===== config.mk =====
export PLATFORM = sky130hd
export DESIGN_NAME = four_motor_throttle_safety_supervisor_core
export DESIGN_NICKNAME = d
export VERILOG_FILES = /design/src/rtl/fmts_pkg.sv /design/src/rtl/fmts_ctrl.sv /design/src/rtl/fmts_datapath.sv /design/src/rtl/four_motor_throttle_safety_supervisor_core.sv
export SDC_FILE = /design/constraint.sdc
export NUM_CORES = 1
export LEC_CHECK = 0
export ABC_AREA = 1
export BUFFER_PORTS_ARGS = -buffer_cell sky130_fd_sc_hd__buf_2
export CAP_MARGIN = 20
export CORE_ASPECT_RATIO = 0.75
export CORE_MARGIN = 2
export CORE_UTILIZATION = 45
export CTS_CLUSTER_DIAMETER = 40
export DETAILED_ROUTE_END_ITERATION = 6
export GPL_TIMING_DRIVEN = 0
export MAX_ROUTING_LAYER = met4
export PLACE_DENSITY = 0.69
export SETUP_SLACK_MARGIN = 0.2
export SYNTH_ARGS = -nofsm -noshare
export SYNTH_HDL_FRONTEND = slang
export SYNTH_SLANG_ARGS = --single-unit

===== constraint.sdc =====
create_clock -name clk -period 8.95 [get_ports clk]
set_input_delay 0.895 -clock clk [delete_from_list [all_inputs] [get_ports clk]]
set_output_delay 0.895 -clock clk [all_outputs]
set_load 0.005 [all_outputs]

===== src/rtl/fmts_pkg.sv =====
// package for the four-motor throttle supervisor: codes, widths and the
// command and status structs between controller and datapath
// no dependencies
`timescale 1ns / 1ps

package fmts_pkg;

  localparam int OP_W        = 2;
  localparam int THR_W       = 16;
  localparam int CEIL_W      = 15;
  localparam int DUTY_W      = 13;
  localparam int STATE_W     = 3;
  localparam int FAULT_W     = 2;
  localparam int CFG_IDX_W   = 3;
  localparam int CFG_DATA_W  = 16;
  localparam int MOTOR_PORTS = 4;
  localparam int MOTOR_IDX_W = 2;

  localparam logic [OP_W-1:0] OP_TICK      = 2'd0;
  localparam logic [OP_W-1:0] OP_ESTOP     = 2'd1;
  localparam logic [OP_W-1:0] OP_HEARTBEAT = 2'd2;
  localparam logic [OP_W-1:0] OP_THROTTLE  = 2'd3;

  localparam logic [STATE_W-1:0] ST_INIT      = 3'd0;
  localparam logic [STATE_W-1:0] ST_IDLE      = 3'd1;
  localparam logic [STATE_W-1:0] ST_DRIVING   = 3'd2;
  localparam logic [STATE_W-1:0] ST_SAFE_STOP = 3'd3;
  localparam logic [STATE_W-1:0] ST_ESTOP     = 3'd4;

  localparam logic [CFG_IDX_W-1:0] REG_CEILING = 3'd0;
  localparam logic [CFG_IDX_W-1:0] REG_FLOOR   = 3'd1;
  localparam logic [CFG_IDX_W-1:0] REG_DEAD    = 3'd2;
  localparam logic [CFG_IDX_W-1:0] REG_TIMEOUT = 3'd3;
  localparam logic [CFG_IDX_W-1:0] REG_INVERT  = 3'd4;

  typedef struct packed {
    logic                   capture;
    logic                   load;
    logic                   init;
    logic                   step;
    logic                   store;
    logic                   publish;
    logic [MOTOR_IDX_W-1:0] motor;
  } ctrl_cmd_t;

  typedef struct packed {
    logic out_free;
  } dp_status_t;

endpackage


===== src/rtl/fmts_ctrl.sv =====
// sequencer for the throttle supervisor: accepts an item, walks the four
// motors through load, divide and store, then publishes the result
// depends on fmts_pkg
`timescale 1ns / 1ps

module fmts_ctrl #(
  parameter int STEPS = 12
) (
  input  logic                  clk,
  input  logic                  rst,
  input  logic                  in_valid,
  output logic                  in_stall,
  input  fmts_pkg::dp_status_t  status,
  output fmts_pkg::ctrl_cmd_t   cmd
);

  localparam int SW = (STEPS > 1) ? $clog2(STEPS) : 1;

  localparam logic [2:0] S_IDLE  = 3'd0;
  localparam logic [2:0] S_LOAD  = 3'd1;
  localparam logic [2:0] S_INIT  = 3'd2;
  localparam logic [2:0] S_DIV   = 3'd3;
  localparam logic [2:0] S_STORE = 3'd4;
  localparam logic [2:0] S_PUB   = 3'd5;

  logic [2:0]                       state, state_next;
  logic [fmts_pkg::MOTOR_IDX_W-1:0] motor, motor_next;
  logic [SW-1:0]                    cnt, cnt_next;

  always_comb begin
    state_next  = state;
    motor_next  = motor;
    cnt_next    = cnt;
    cmd         = '0;
    cmd.motor   = motor;
    unique case (state)
      S_IDLE: begin
        if (in_valid) begin
          cmd.capture = 1'b1;
          motor_next  = '0;
          state_next  = S_LOAD;
        end
      end
      S_LOAD: begin
        cmd.load   = 1'b1;
        state_next = S_INIT;
      end
      S_INIT: begin
        cmd.init   = 1'b1;
        cnt_next   = '0;
        state_next = S_DIV;
      end
      S_DIV: begin
        cmd.step = 1'b1;
        cnt_next = cnt + SW'(1);
        if (cnt == SW'(STEPS - 1)) state_next = S_STORE;
      end
      S_STORE: begin
        cmd.store = 1'b1;
        if (motor == fmts_pkg::MOTOR_IDX_W'(fmts_pkg::MOTOR_PORTS - 1)) begin
          state_next = S_PUB;
        end else begin
          motor_next = motor + fmts_pkg::MOTOR_IDX_W'(1);
          state_next = S_LOAD;
        end
      end
      S_PUB: begin
        if (status.out_free) begin
          cmd.publish = 1'b1;
          state_next  = S_IDLE;
        end
      end
      default: state_next = S_IDLE;
    endcase
  end

  always_ff @(posedge clk) begin
    if (rst) begin
      state <= S_IDLE;
      motor <= '0;
      cnt   <= '0;
    end else begin
      state <= state_next;
      motor <= motor_next;
      cnt   <= cnt_next;
    end
  end

  assign in_stall = (state != S_IDLE);

endmodule


===== src/rtl/fmts_datapath.sv =====
// datapath for the throttle supervisor: configuration, supervisor state,
// per-motor clamp and deadband, serial duty divider and output register
// depends on fmts_pkg
`timescale 1ns / 1ps

module fmts_datapath #(
  parameter int MOTOR_COUNT     = 4,
  parameter int DUTY_FULL_SCALE = 4095
) (
  input  logic                                    clk,
  input  logic                                    rst,
  input  fmts_pkg::ctrl_cmd_t                     cmd,
  output fmts_pkg::dp_status_t                    status,
  input  logic                                    cfg_write_enable,
  input  logic [fmts_pkg::CFG_IDX_W-1:0]          cfg_index,
  input  logic [fmts_pkg::CFG_DATA_W-1:0]         cfg_data,
  input  logic [fmts_pkg::OP_W-1:0]               op,
  input  logic                                    heartbeat_estop,
  input  logic signed [fmts_pkg::THR_W-1:0]       throttle_front_left,
  input  logic signed [fmts_pkg::THR_W-1:0]       throttle_front_right,
  input  logic signed [fmts_pkg::THR_W-1:0]       throttle_rear_left,
  input  logic signed [fmts_pkg::THR_W-1:0]       throttle_rear_right,
  output logic                                    out_valid,
  input  logic                                    out_stall,
  output logic [fmts_pkg::STATE_W-1:0]            supervisor_state,
  output logic [fmts_pkg::FAULT_W-1:0]            fault_flags,
  output logic                                    motor_enable,
  output logic signed [fmts_pkg::DUTY_W-1:0]      duty_front_left,
  output logic signed [fmts_pkg::DUTY_W-1:0]      duty_front_right,
  output logic signed [fmts_pkg::DUTY_W-1:0]      duty_rear_left,
  output logic signed [fmts_pkg::DUTY_W-1:0]      duty_rear_right,
  output logic signed [fmts_pkg::THR_W-1:0]       average_left,
  output logic signed [fmts_pkg::THR_W-1:0]       average_right
);

  localparam int TW  = fmts_pkg::THR_W;
  localparam int CW  = fmts_pkg::CEIL_W;
  localparam int DW  = fmts_pkg::DUTY_W;
  localparam int NP  = fmts_pkg::MOTOR_PORTS;
  localparam int QW  = $clog2(DUTY_FULL_SCALE + 1);
  localparam int PW  = TW + QW;
  localparam logic [QW-1:0] FS = QW'(DUTY_FULL_SCALE);

  // configuration
  logic [CW-1:0]        ceiling;
  logic signed [TW-1:0] floor_val;
  logic [CW-1:0]        dead_zone;
  logic [TW-1:0]        timeout;
  logic [NP-1:0]        invert;

  always_ff @(posedge clk) begin
    if (rst) begin
      ceiling   <= CW'(1000);
      floor_val <= -16'sd1000;
      dead_zone <= CW'(50);
      timeout   <= TW'(500);
      invert    <= 4'b1010;
    end else if (cfg_write_enable) begin
      unique case (cfg_index)
        fmts_pkg::REG_CEILING: ceiling   <= cfg_data[CW-1:0];
        fmts_pkg::REG_FLOOR:   floor_val <= $signed(cfg_data[TW-1:0]);
        fmts_pkg::REG_DEAD:    dead_zone <= cfg_data[CW-1:0];
        fmts_pkg::REG_TIMEOUT: timeout   <= cfg_data[TW-1:0];
        fmts_pkg::REG_INVERT:  invert    <= cfg_data[NP-1:0];
        default: ;
      endcase
    end
  end

  function automatic logic signed [TW-1:0] clamp_cmd(
    input logic signed [TW:0]   v,
    input logic [CW-1:0]        ceil_v,
    input logic signed [TW-1:0] floor_v
  );
    logic signed [TW:0] r;
    r = v;
    if (v > $signed({2'b00, ceil_v})) r = $signed({2'b00, ceil_v});
    else if (v < $signed({floor_v[TW-1], floor_v})) r = {floor_v[TW-1], floor_v};
    return r[TW-1:0];
  endfunction

  function automatic logic [TW-1:0] mag16(input logic signed [TW-1:0] v);
    return v[TW-1] ? (~v + TW'(1)) : v;
  endfunction

  // supervisor state
  logic                 estop_latch;
  logic                 hb_seen;
  logic [TW-1:0]        ms_since;
  logic signed [TW-1:0] cmd_q [MOTOR_COUNT];
  logic signed [TW-1:0] thr_in [NP];
  logic signed [TW-1:0] cmd4 [NP];

  assign thr_in[0] = throttle_front_left;
  assign thr_in[1] = throttle_front_right;
  assign thr_in[2] = throttle_rear_left;
  assign thr_in[3] = throttle_rear_right;

  always_ff @(posedge clk) begin
    if (rst) begin
      estop_latch <= 1'b0;
      hb_seen     <= 1'b0;
      ms_since    <= '0;
    end else if (cmd.capture) begin
      unique case (op)
        fmts_pkg::OP_TICK: begin
          if (ms_since != '1) ms_since <= ms_since + TW'(1);
        end
        fmts_pkg::OP_ESTOP: estop_latch <= 1'b1;
        fmts_pkg::OP_HEARTBEAT: begin
          ms_since    <= '0;
          hb_seen     <= 1'b1;
          estop_latch <= heartbeat_estop;
        end
        default: ;
      endcase
    end
  end

  for (genvar g = 0; g < MOTOR_COUNT; g++) begin : g_store
    always_ff @(posedge clk) begin
      if (rst) begin
        cmd_q[g] <= '0;
      end else if (cmd.capture && op == fmts_pkg::OP_THROTTLE) begin
        if (g < NP) cmd_q[g] <= clamp_cmd({thr_in[g % NP][TW-1], thr_in[g % NP]},
                                          ceiling, floor_val);
        else cmd_q[g] <= '0;
      end
    end
  end

  for (genvar g = 0; g < NP; g++) begin : g_view
    if (g < MOTOR_COUNT) begin : g_real
      assign cmd4[g] = cmd_q[g];
    end else begin : g_none
      assign cmd4[g] = '0;
    end
  end

  logic lost, armed, moving;
  logic [fmts_pkg::STATE_W-1:0] st;
  logic [fmts_pkg::FAULT_W-1:0] faults;

  assign lost  = (ms_since >= timeout);
  assign armed = hb_seen && !lost && !estop_latch;

  always_comb begin
    moving = 1'b0;
    for (int i = 0; i < MOTOR_COUNT; i++) begin
      if (mag16(cmd_q[i]) >= {1'b0, dead_zone}) moving = 1'b1;
    end
    faults = '0;
    if (estop_latch) begin
      st        = fmts_pkg::ST_ESTOP;
      faults[0] = 1'b1;
    end else if (!hb_seen) begin
      st = fmts_pkg::ST_INIT;
    end else if (lost) begin
      st        = fmts_pkg::ST_SAFE_STOP;
      faults[1] = 1'b1;
    end else begin
      st = moving ? fmts_pkg::ST_DRIVING : fmts_pkg::ST_IDLE;
    end
  end

  // per-motor load: invert, clamp, deadband, scale
  logic signed [TW:0]   c_raw;
  logic signed [TW-1:0] c_clamp;
  logic [TW-1:0]        c_mag;
  logic [PW-1:0]        prod;
  logic                 neg, zero;

  always_comb begin
    c_raw = {cmd4[cmd.motor][TW-1], cmd4[cmd.motor]};
    if (invert[cmd.motor]) c_raw = -c_raw;
    c_clamp = clamp_cmd(c_raw, ceiling, floor_val);
    c_mag   = mag16(c_clamp);
  end

  always_ff @(posedge clk) begin
    if (cmd.load) begin
      prod <= PW'(c_mag) * PW'(DUTY_FULL_SCALE);
      neg  <= c_clamp[TW-1];
      zero <= !armed || (c_mag == '0) || (c_mag < {1'b0, dead_zone})
              || (int'(cmd.motor) >= MOTOR_COUNT);
    end
  end

  // restoring divider, one quotient bit per step
  logic [TW-1:0] rem;
  logic [QW-1:0] plow;
  logic [QW-1:0] quo;
  logic          sat;
  logic [TW-1:0] trial;
  logic          fits;

  assign trial = {rem[TW-2:0], plow[QW-1]};
  assign fits  = (trial >= {1'b0, ceiling});

  always_ff @(posedge clk) begin
    if (cmd.init) begin
      rem  <= prod[PW-1:QW];
      plow <= prod[QW-1:0];
      quo  <= '0;
      sat  <= (prod >= {1'b0, ceiling, QW'(0)});
    end else if (cmd.step) begin
      rem  <= fits ? (trial - {1'b0, ceiling}) : trial;
      plow <= plow << 1;
      quo  <= {quo[QW-2:0], fits};
    end
  end

  logic [QW-1:0]        dmag;
  logic signed [QW:0]   dsgn;
  logic signed [DW-1:0] dtrunc;
  logic signed [DW-1:0] duty_q [NP];

  always_comb begin
    dmag = (sat || quo > FS) ? FS : quo;
    if (zero) dsgn = '0;
    else if (neg) dsgn = -$signed({1'b0, dmag});
    else dsgn = $signed({1'b0, dmag});
  end

  if (QW + 1 >= DW) begin : g_trunc
    assign dtrunc = dsgn[DW-1:0];
  end else begin : g_ext
    assign dtrunc = {{(DW - QW - 1){dsgn[QW]}}, dsgn};
  end

  always_ff @(posedge clk) begin
    if (cmd.store) duty_q[cmd.motor] <= dtrunc;
  end

  // averages, truncated toward zero
  logic signed [TW:0] sum_l, sum_r, adj_l, adj_r;

  always_comb begin
    sum_l = {cmd4[0][TW-1], cmd4[0]} + {cmd4[2][TW-1], cmd4[2]};
    sum_r = {cmd4[1][TW-1], cmd4[1]} + {cmd4[3][TW-1], cmd4[3]};
    adj_l = sum_l + (TW+1)'(sum_l[TW]);
    adj_r = sum_r + (TW+1)'(sum_r[TW]);
  end

  // output register
  assign status.out_free = !out_valid || !out_stall;

  always_ff @(posedge clk) begin
    if (rst) begin
      out_valid <= 1'b0;
    end else if (cmd.publish) begin
      out_valid <= 1'b1;
    end else if (!out_stall) begin
      out_valid <= 1'b0;
    end
  end

  always_ff @(posedge clk) begin
    if (cmd.publish) begin
      supervisor_state <= st;
      fault_flags      <= faults;
      motor_enable     <= armed;
      duty_front_left  <= duty_q[0];
      duty_front_right <= duty_q[1];
      duty_rear_left   <= duty_q[2];
      duty_rear_right  <= duty_q[3];
      average_left     <= adj_l[TW:1];
      average_right    <= adj_r[TW:1];
    end
  end

`ifndef SYNTHESIS
  a_disarmed_zero: assert property (@(posedge clk) disable iff (rst)
    out_valid && !motor_enable |-> duty_front_left == '0 && duty_front_right == '0
      && duty_rear_left == '0 && duty_rear_right == '0)
    else $error("duty nonzero while disarmed");

  a_estop_fault: assert property (@(posedge clk) disable iff (rst)
    out_valid |-> fault_flags[0] == (supervisor_state == fmts_pkg::ST_ESTOP))
    else $error("estop fault bit disagrees with state");

  a_enable_state: assert property (@(posedge clk) disable iff (rst)
    out_valid && motor_enable |-> supervisor_state == fmts_pkg::ST_DRIVING
      || supervisor_state == fmts_pkg::ST_IDLE)
    else $error("enabled outside idle or driving");

  a_publish_free: assert property (@(posedge clk) disable iff (rst)
    cmd.publish |-> status.out_free)
    else $error("result published over a waiting item");
`endif

endmodule


===== src/rtl/four_motor_throttle_safety_supervisor_core.sv =====
// four-motor throttle safety supervisor, top level
// the serial duty divider gives one quotient bit per cycle, for each motor in turn; a new
// item is taken the cycle after the result is published, even while that result waits;
// a stalled result delays the next publish
// reset: synchronous, clears latch, heartbeat state, stored commands, loads defaults
`timescale 1ns / 1ps

module four_motor_throttle_safety_supervisor_core #(
  parameter int MOTOR_COUNT     = 4,
  parameter int DUTY_FULL_SCALE = 4095
) (
  input  logic                                clk,
  input  logic                                rst,
  input  logic                                cfg_write_enable,
  input  logic [fmts_pkg::CFG_IDX_W-1:0]      cfg_index,
  input  logic [fmts_pkg::CFG_DATA_W-1:0]     cfg_data,
  input  logic                                in_valid,
  output logic                                in_stall,
  input  logic [fmts_pkg::OP_W-1:0]           op,
  input  logic                                heartbeat_estop,
  input  logic signed [fmts_pkg::THR_W-1:0]   throttle_front_left,
  input  logic signed [fmts_pkg::THR_W-1:0]   throttle_front_right,
  input  logic signed [fmts_pkg::THR_W-1:0]   throttle_rear_left,
  input  logic signed [fmts_pkg::THR_W-1:0]   throttle_rear_right,
  output logic                                out_valid,
  input  logic                                out_stall,
  output logic [fmts_pkg::STATE_W-1:0]        supervisor_state,
  output logic [fmts_pkg::FAULT_W-1:0]        fault_flags,
  output logic                                motor_enable,
  output logic signed [fmts_pkg::DUTY_W-1:0]  duty_front_left,
  output logic signed [fmts_pkg::DUTY_W-1:0]  duty_front_right,
  output logic signed [fmts_pkg::DUTY_W-1:0]  duty_rear_left,
  output logic signed [fmts_pkg::DUTY_W-1:0]  duty_rear_right,
  output logic signed [fmts_pkg::THR_W-1:0]   average_left,
  output logic signed [fmts_pkg::THR_W-1:0]   average_right
);

  fmts_pkg::ctrl_cmd_t  cmd;
  fmts_pkg::dp_status_t status;

  fmts_ctrl #(
    .STEPS ($clog2(DUTY_FULL_SCALE + 1))
  ) u_ctrl (
    .clk      (clk),
    .rst      (rst),
    .in_valid (in_valid),
    .in_stall (in_stall),
    .status   (status),
    .cmd      (cmd)
  );

  fmts_datapath #(
    .MOTOR_COUNT     (MOTOR_COUNT),
    .DUTY_FULL_SCALE (DUTY_FULL_SCALE)
  ) u_datapath (
    .clk                  (clk),
    .rst                  (rst),
    .cmd                  (cmd),
    .status               (status),
    .cfg_write_enable     (cfg_write_enable),
    .cfg_index            (cfg_index),
    .cfg_data             (cfg_data),
    .op                   (op),
    .heartbeat_estop      (heartbeat_estop),
    .throttle_front_left  (throttle_front_left),
    .throttle_front_right (throttle_front_right),
    .throttle_rear_left   (throttle_rear_left),
    .throttle_rear_right  (throttle_rear_right),
    .out_valid            (out_valid),
    .out_stall            (out_stall),
    .supervisor_state     (supervisor_state),
    .fault_flags          (fault_flags),
    .motor_enable         (motor_enable),
    .duty_front_left      (duty_front_left),
    .duty_front_right     (duty_front_right),
    .duty_rear_left       (duty_rear_left),
    .duty_rear_right      (duty_rear_right),
    .average_left         (average_left),
    .average_right        (average_right)
  );

endmodule

==> key figures <==
Drt
  • Initial DRC Count: 3360
  • Antenna viol nets, final: 0
  • Wirelength, routed: 101000 µm
  • WL/cell: 21.0 µm
  • Vias: 27300
  • Vias/cell: 5.67
  • DRT Pass-1 Iters: 7
  • Drt drc: 1

Setup path
  • Crit start category: flop
  • Crit-path max FO: 10
  • R2r worst-path depth: 54
  • CP Class: flop to flop
  • R2R setup slack: 0.02 ns
  • CP endpoint kind: flop
  • Crit path required time: 9.29 ns
  • Crit path arrival time: 9.27 ns
  • FF-to-FF Start: u_ctrl.motor[0]
  • Reg2reg end: u_datapath.prod[26]
  • CP max-delay cell: fa_1
  • Max stage delay on crit path: 0.58 ns
  • Most Frequent Cell on Critical Path: nand2_2

Cells and area
  • Most frequent cells in the layout: 493 x nand2_1, 450 x inv_1, 367 x ha_1, 278 x a21oi_1, 264 x edfxtp_1
  • Fill count: 5632
  • Fin nets: 4456
  • Share of cells above drive strength 1: 0.205
  • Commonest non-fill, non-tap cell in the layout: nand2_1
  • Syn-to-layout area delta: 24.2%
  • FF+latch area: 10100 µm²
  • Area of the multi-input gates: 18700 µm²

Timing
  • Fin. Hold Viols: 0
  • F_max: 0.112 GHz
  • Skew final: 0.0633 ns
  • Slew HR: 0.268
  • Final setup fails: 0
  • RSZ-0062 raised after global routing: true
  • Crit path time final: 8.93 ns
  • Max-slew violations: 0
  • Final WS setup: 0.0193 ns
  • Worst slew pin tran: 1.09 ns
  • Final Cycle Share: 0.998

Clock network
  • CTS buffer count: 56
  • Clock sinks: 370
  • H-tree depth: 2
  • Clk slew on worst S/H paths: 0.06 ns
  • CTS Hold Bufs: 0
  • Clock root cell: clkbuf_16
  • Worst-Skew Late Latency: 0.65 ns
  • Max clock buf depth: 3
  • TritonCTS clock tree: built

Floorplanning
  • Io pins: 183
  • Die H: 226 µm
  • Rows: 81
  • Die ar.: 67700 µm²
  • Initial Utilization: 0.454
  • Placeable Area: 65100 µm²
  • Die X: 300 µm

Synthesis
  • Post-synthesis cell area: 29500 µm²
  • Cell taking the most area after synthesis: edfxtp_1
  • Async SR Flop Fraction: 0
  • Register bit total from synthesis: 370
  • Synth Net Count: 4038
  • Post-synthesis sequential area ratio: 0.340
  • Top cells by area, synth: edfxtp_1 27%, ha_1 17%, nand2_1 7.3%
  • Synth Warn #: 0
  • Post-synth EDFFs: 264
  • Yosys top cell area share: 0.268
  • Syn Inst Count: 3467
  • Syn Area/Cell: 8.52 µm²
  • Most common flop cell mapped by yosys: edfxtp_1
  • Post-synth cell types: 61

Global route
  • Vias in the first global route: 24900
  • Gr usage total: 0.295
  • First-pass GRT wire length: 147000 µm
  • Total grt overflow: 0
  • Largest net degree at the start of global routing: 65
  • Antenna violations before repair: 3

Placement
  • Dpl hpwl: 72700 µm
  • DP Worst Slack: -1.44 ns
  • Gpl congestion: 1.09
  • Buffers on Ports: 181

Worst hold path
  • Worst hold path class: flop to flop
  • Hold depth: 0
  • WHS Endpoint: duty_front_left[4]
  • Min-delay src: u_datapath.duty_q[0][4]

Status
  • Status: finished with violations
  • Failing checks: DRC

Job
  • MaxCap Viol Count: 0
-- critical path: cells and delay by family (launching register included) --
kind            cells  cell delay [ns]
buf+inv            11             0.89
flops               1             0.38
simple gates       21             2.31
fa+ha+maj           8             3.13
xor+xnor            3             0.57
compound gates     11             1.32
-- per-layer routing --
metal | vias to the layer above | track usage | part of all wire
met1 | 12600 | 0.413 | 0.43
met4 | 0 | 0.103 | 0.042
met3 | 344 | 0.0873 | 0.14
li1 | 12700 | - | -
met2 | 1630 | 0.399 | 0.39
met5 | - | - | 0
-- cells by family (layout without fill, tap and decap cells) --
family,after synthesis,in the layout,synth area share
AOI/OAI and AO/OA,779,779,0.150
buffers and inverters,563,1028,0.0747
other,0,1,0
DFF,370,370,0.340
xor gates and xnor gates,176,176,0.0525
and+or+nand+nor,1099,1100,0.160
adders and majority gates,480,480,0.223
-- synthesized netlist by cell type (18+ instances only) --
| master | n |
|---|---|
| nand2_1 | 577 |
| nand4_1 | 27 |
| edfxtp_1 | 264 |
| ha_1 | 403 |
| o22ai_1 | 62 |
| dfxtp_1 | 106 |
| nor3_1 | 61 |
| inv_1 | 479 |
| xor2_1 | 132 |
| nand3_1 | 107 |
| o21a_1 | 24 |
| o211ai_1 | 27 |
| a21o_1 | 23 |
| nor4_1 | 18 |
| clkbuf_1 | 55 |
| fa_1 | 77 |
| xnor2_1 | 43 |
| nor2_1 | 236 |
| a21oi_1 | 295 |
| o21ai_0 | 256 |
| nand2_2 | 29 |
-- area by class of cell --
cell class	count	area share
clock buffer	62	0.0391
timing repair buffer	358	0.0676
tap	871	0.0297
antenna	1	0.0000683
timing repair inverter	1	0.000171
buffer	73	0.0124
inverter	490	0.0508
clock inverter	44	0.0154
multi-input combinational	2535	0.511
sequential	370	0.274
-- registers in the layout, indices dropped and copies added (netlist names), 3 cells and up --
register                     count
u_datapath.cmd_q                64
u_datapath.plow                 12
u_datapath.rem                  15
u_ctrl.state                     3
u_datapath.average_left         16
duty_rear_right                 13
u_datapath.ceiling              15
duty_front_right                13
u_datapath.ms_since             16
duty_rear_left                  13
u_ctrl.cnt                       4
u_datapath.quo                  12
u_datapath.invert                4
u_datapath.supervisor_state      3
u_datapath.dead_zone            15
u_datapath.average_right        16
u_datapath.duty_q               52
u_datapath.timeout              16
u_datapath.floor_val            16
duty_front_left                 13
u_datapath.prod                 28
-- through the flow --
stage	TNS [ns]	area, µm²	utilization	hold WS [ns]	std cells
6_report	0	36700	0.563	0.406	4805
5_1_grt	-1.80	36700	0.563	0.424	4804
4_1_cts	0	35300	0.543	0.417	4744
3_5_place_dp	-10.61	31700	0.487	0.405	4526
3_3_place_gp	-10.0	31500	0.484	0.401	4519
2_1_floorplan	0	29500	-	0.400	3467
-- timing repair --
action,CTS,global route
setup endpoints to repair,17,15
pin swaps,69,133
gates cloned,6,0
buffers inserted,106,60
gates resized for setup,183,216
-- worst max-delay path by stage --
stage                               start                   to  slack [ns]  cells past startpoint
after floorplan           u_ctrl.motor[1]  u_datapath.prod[26]        0.20                     54
after global placement    u_ctrl.motor[1]  u_datapath.prod[26]       -1.41                     52
after detailed placement  u_ctrl.motor[1]  u_datapath.prod[26]       -1.44                     52
after CTS                 u_ctrl.motor[0]      u_datapath.zero        0.19                     74
after global routing      u_ctrl.motor[0]  u_datapath.prod[26]       -0.37                     56
final                     u_ctrl.motor[0]  u_datapath.prod[26]        0.02                     54
Power is left out: the tool's default activity adds up to more than one toggle a clock period on the data nets, which glitch-free logic cannot reach.
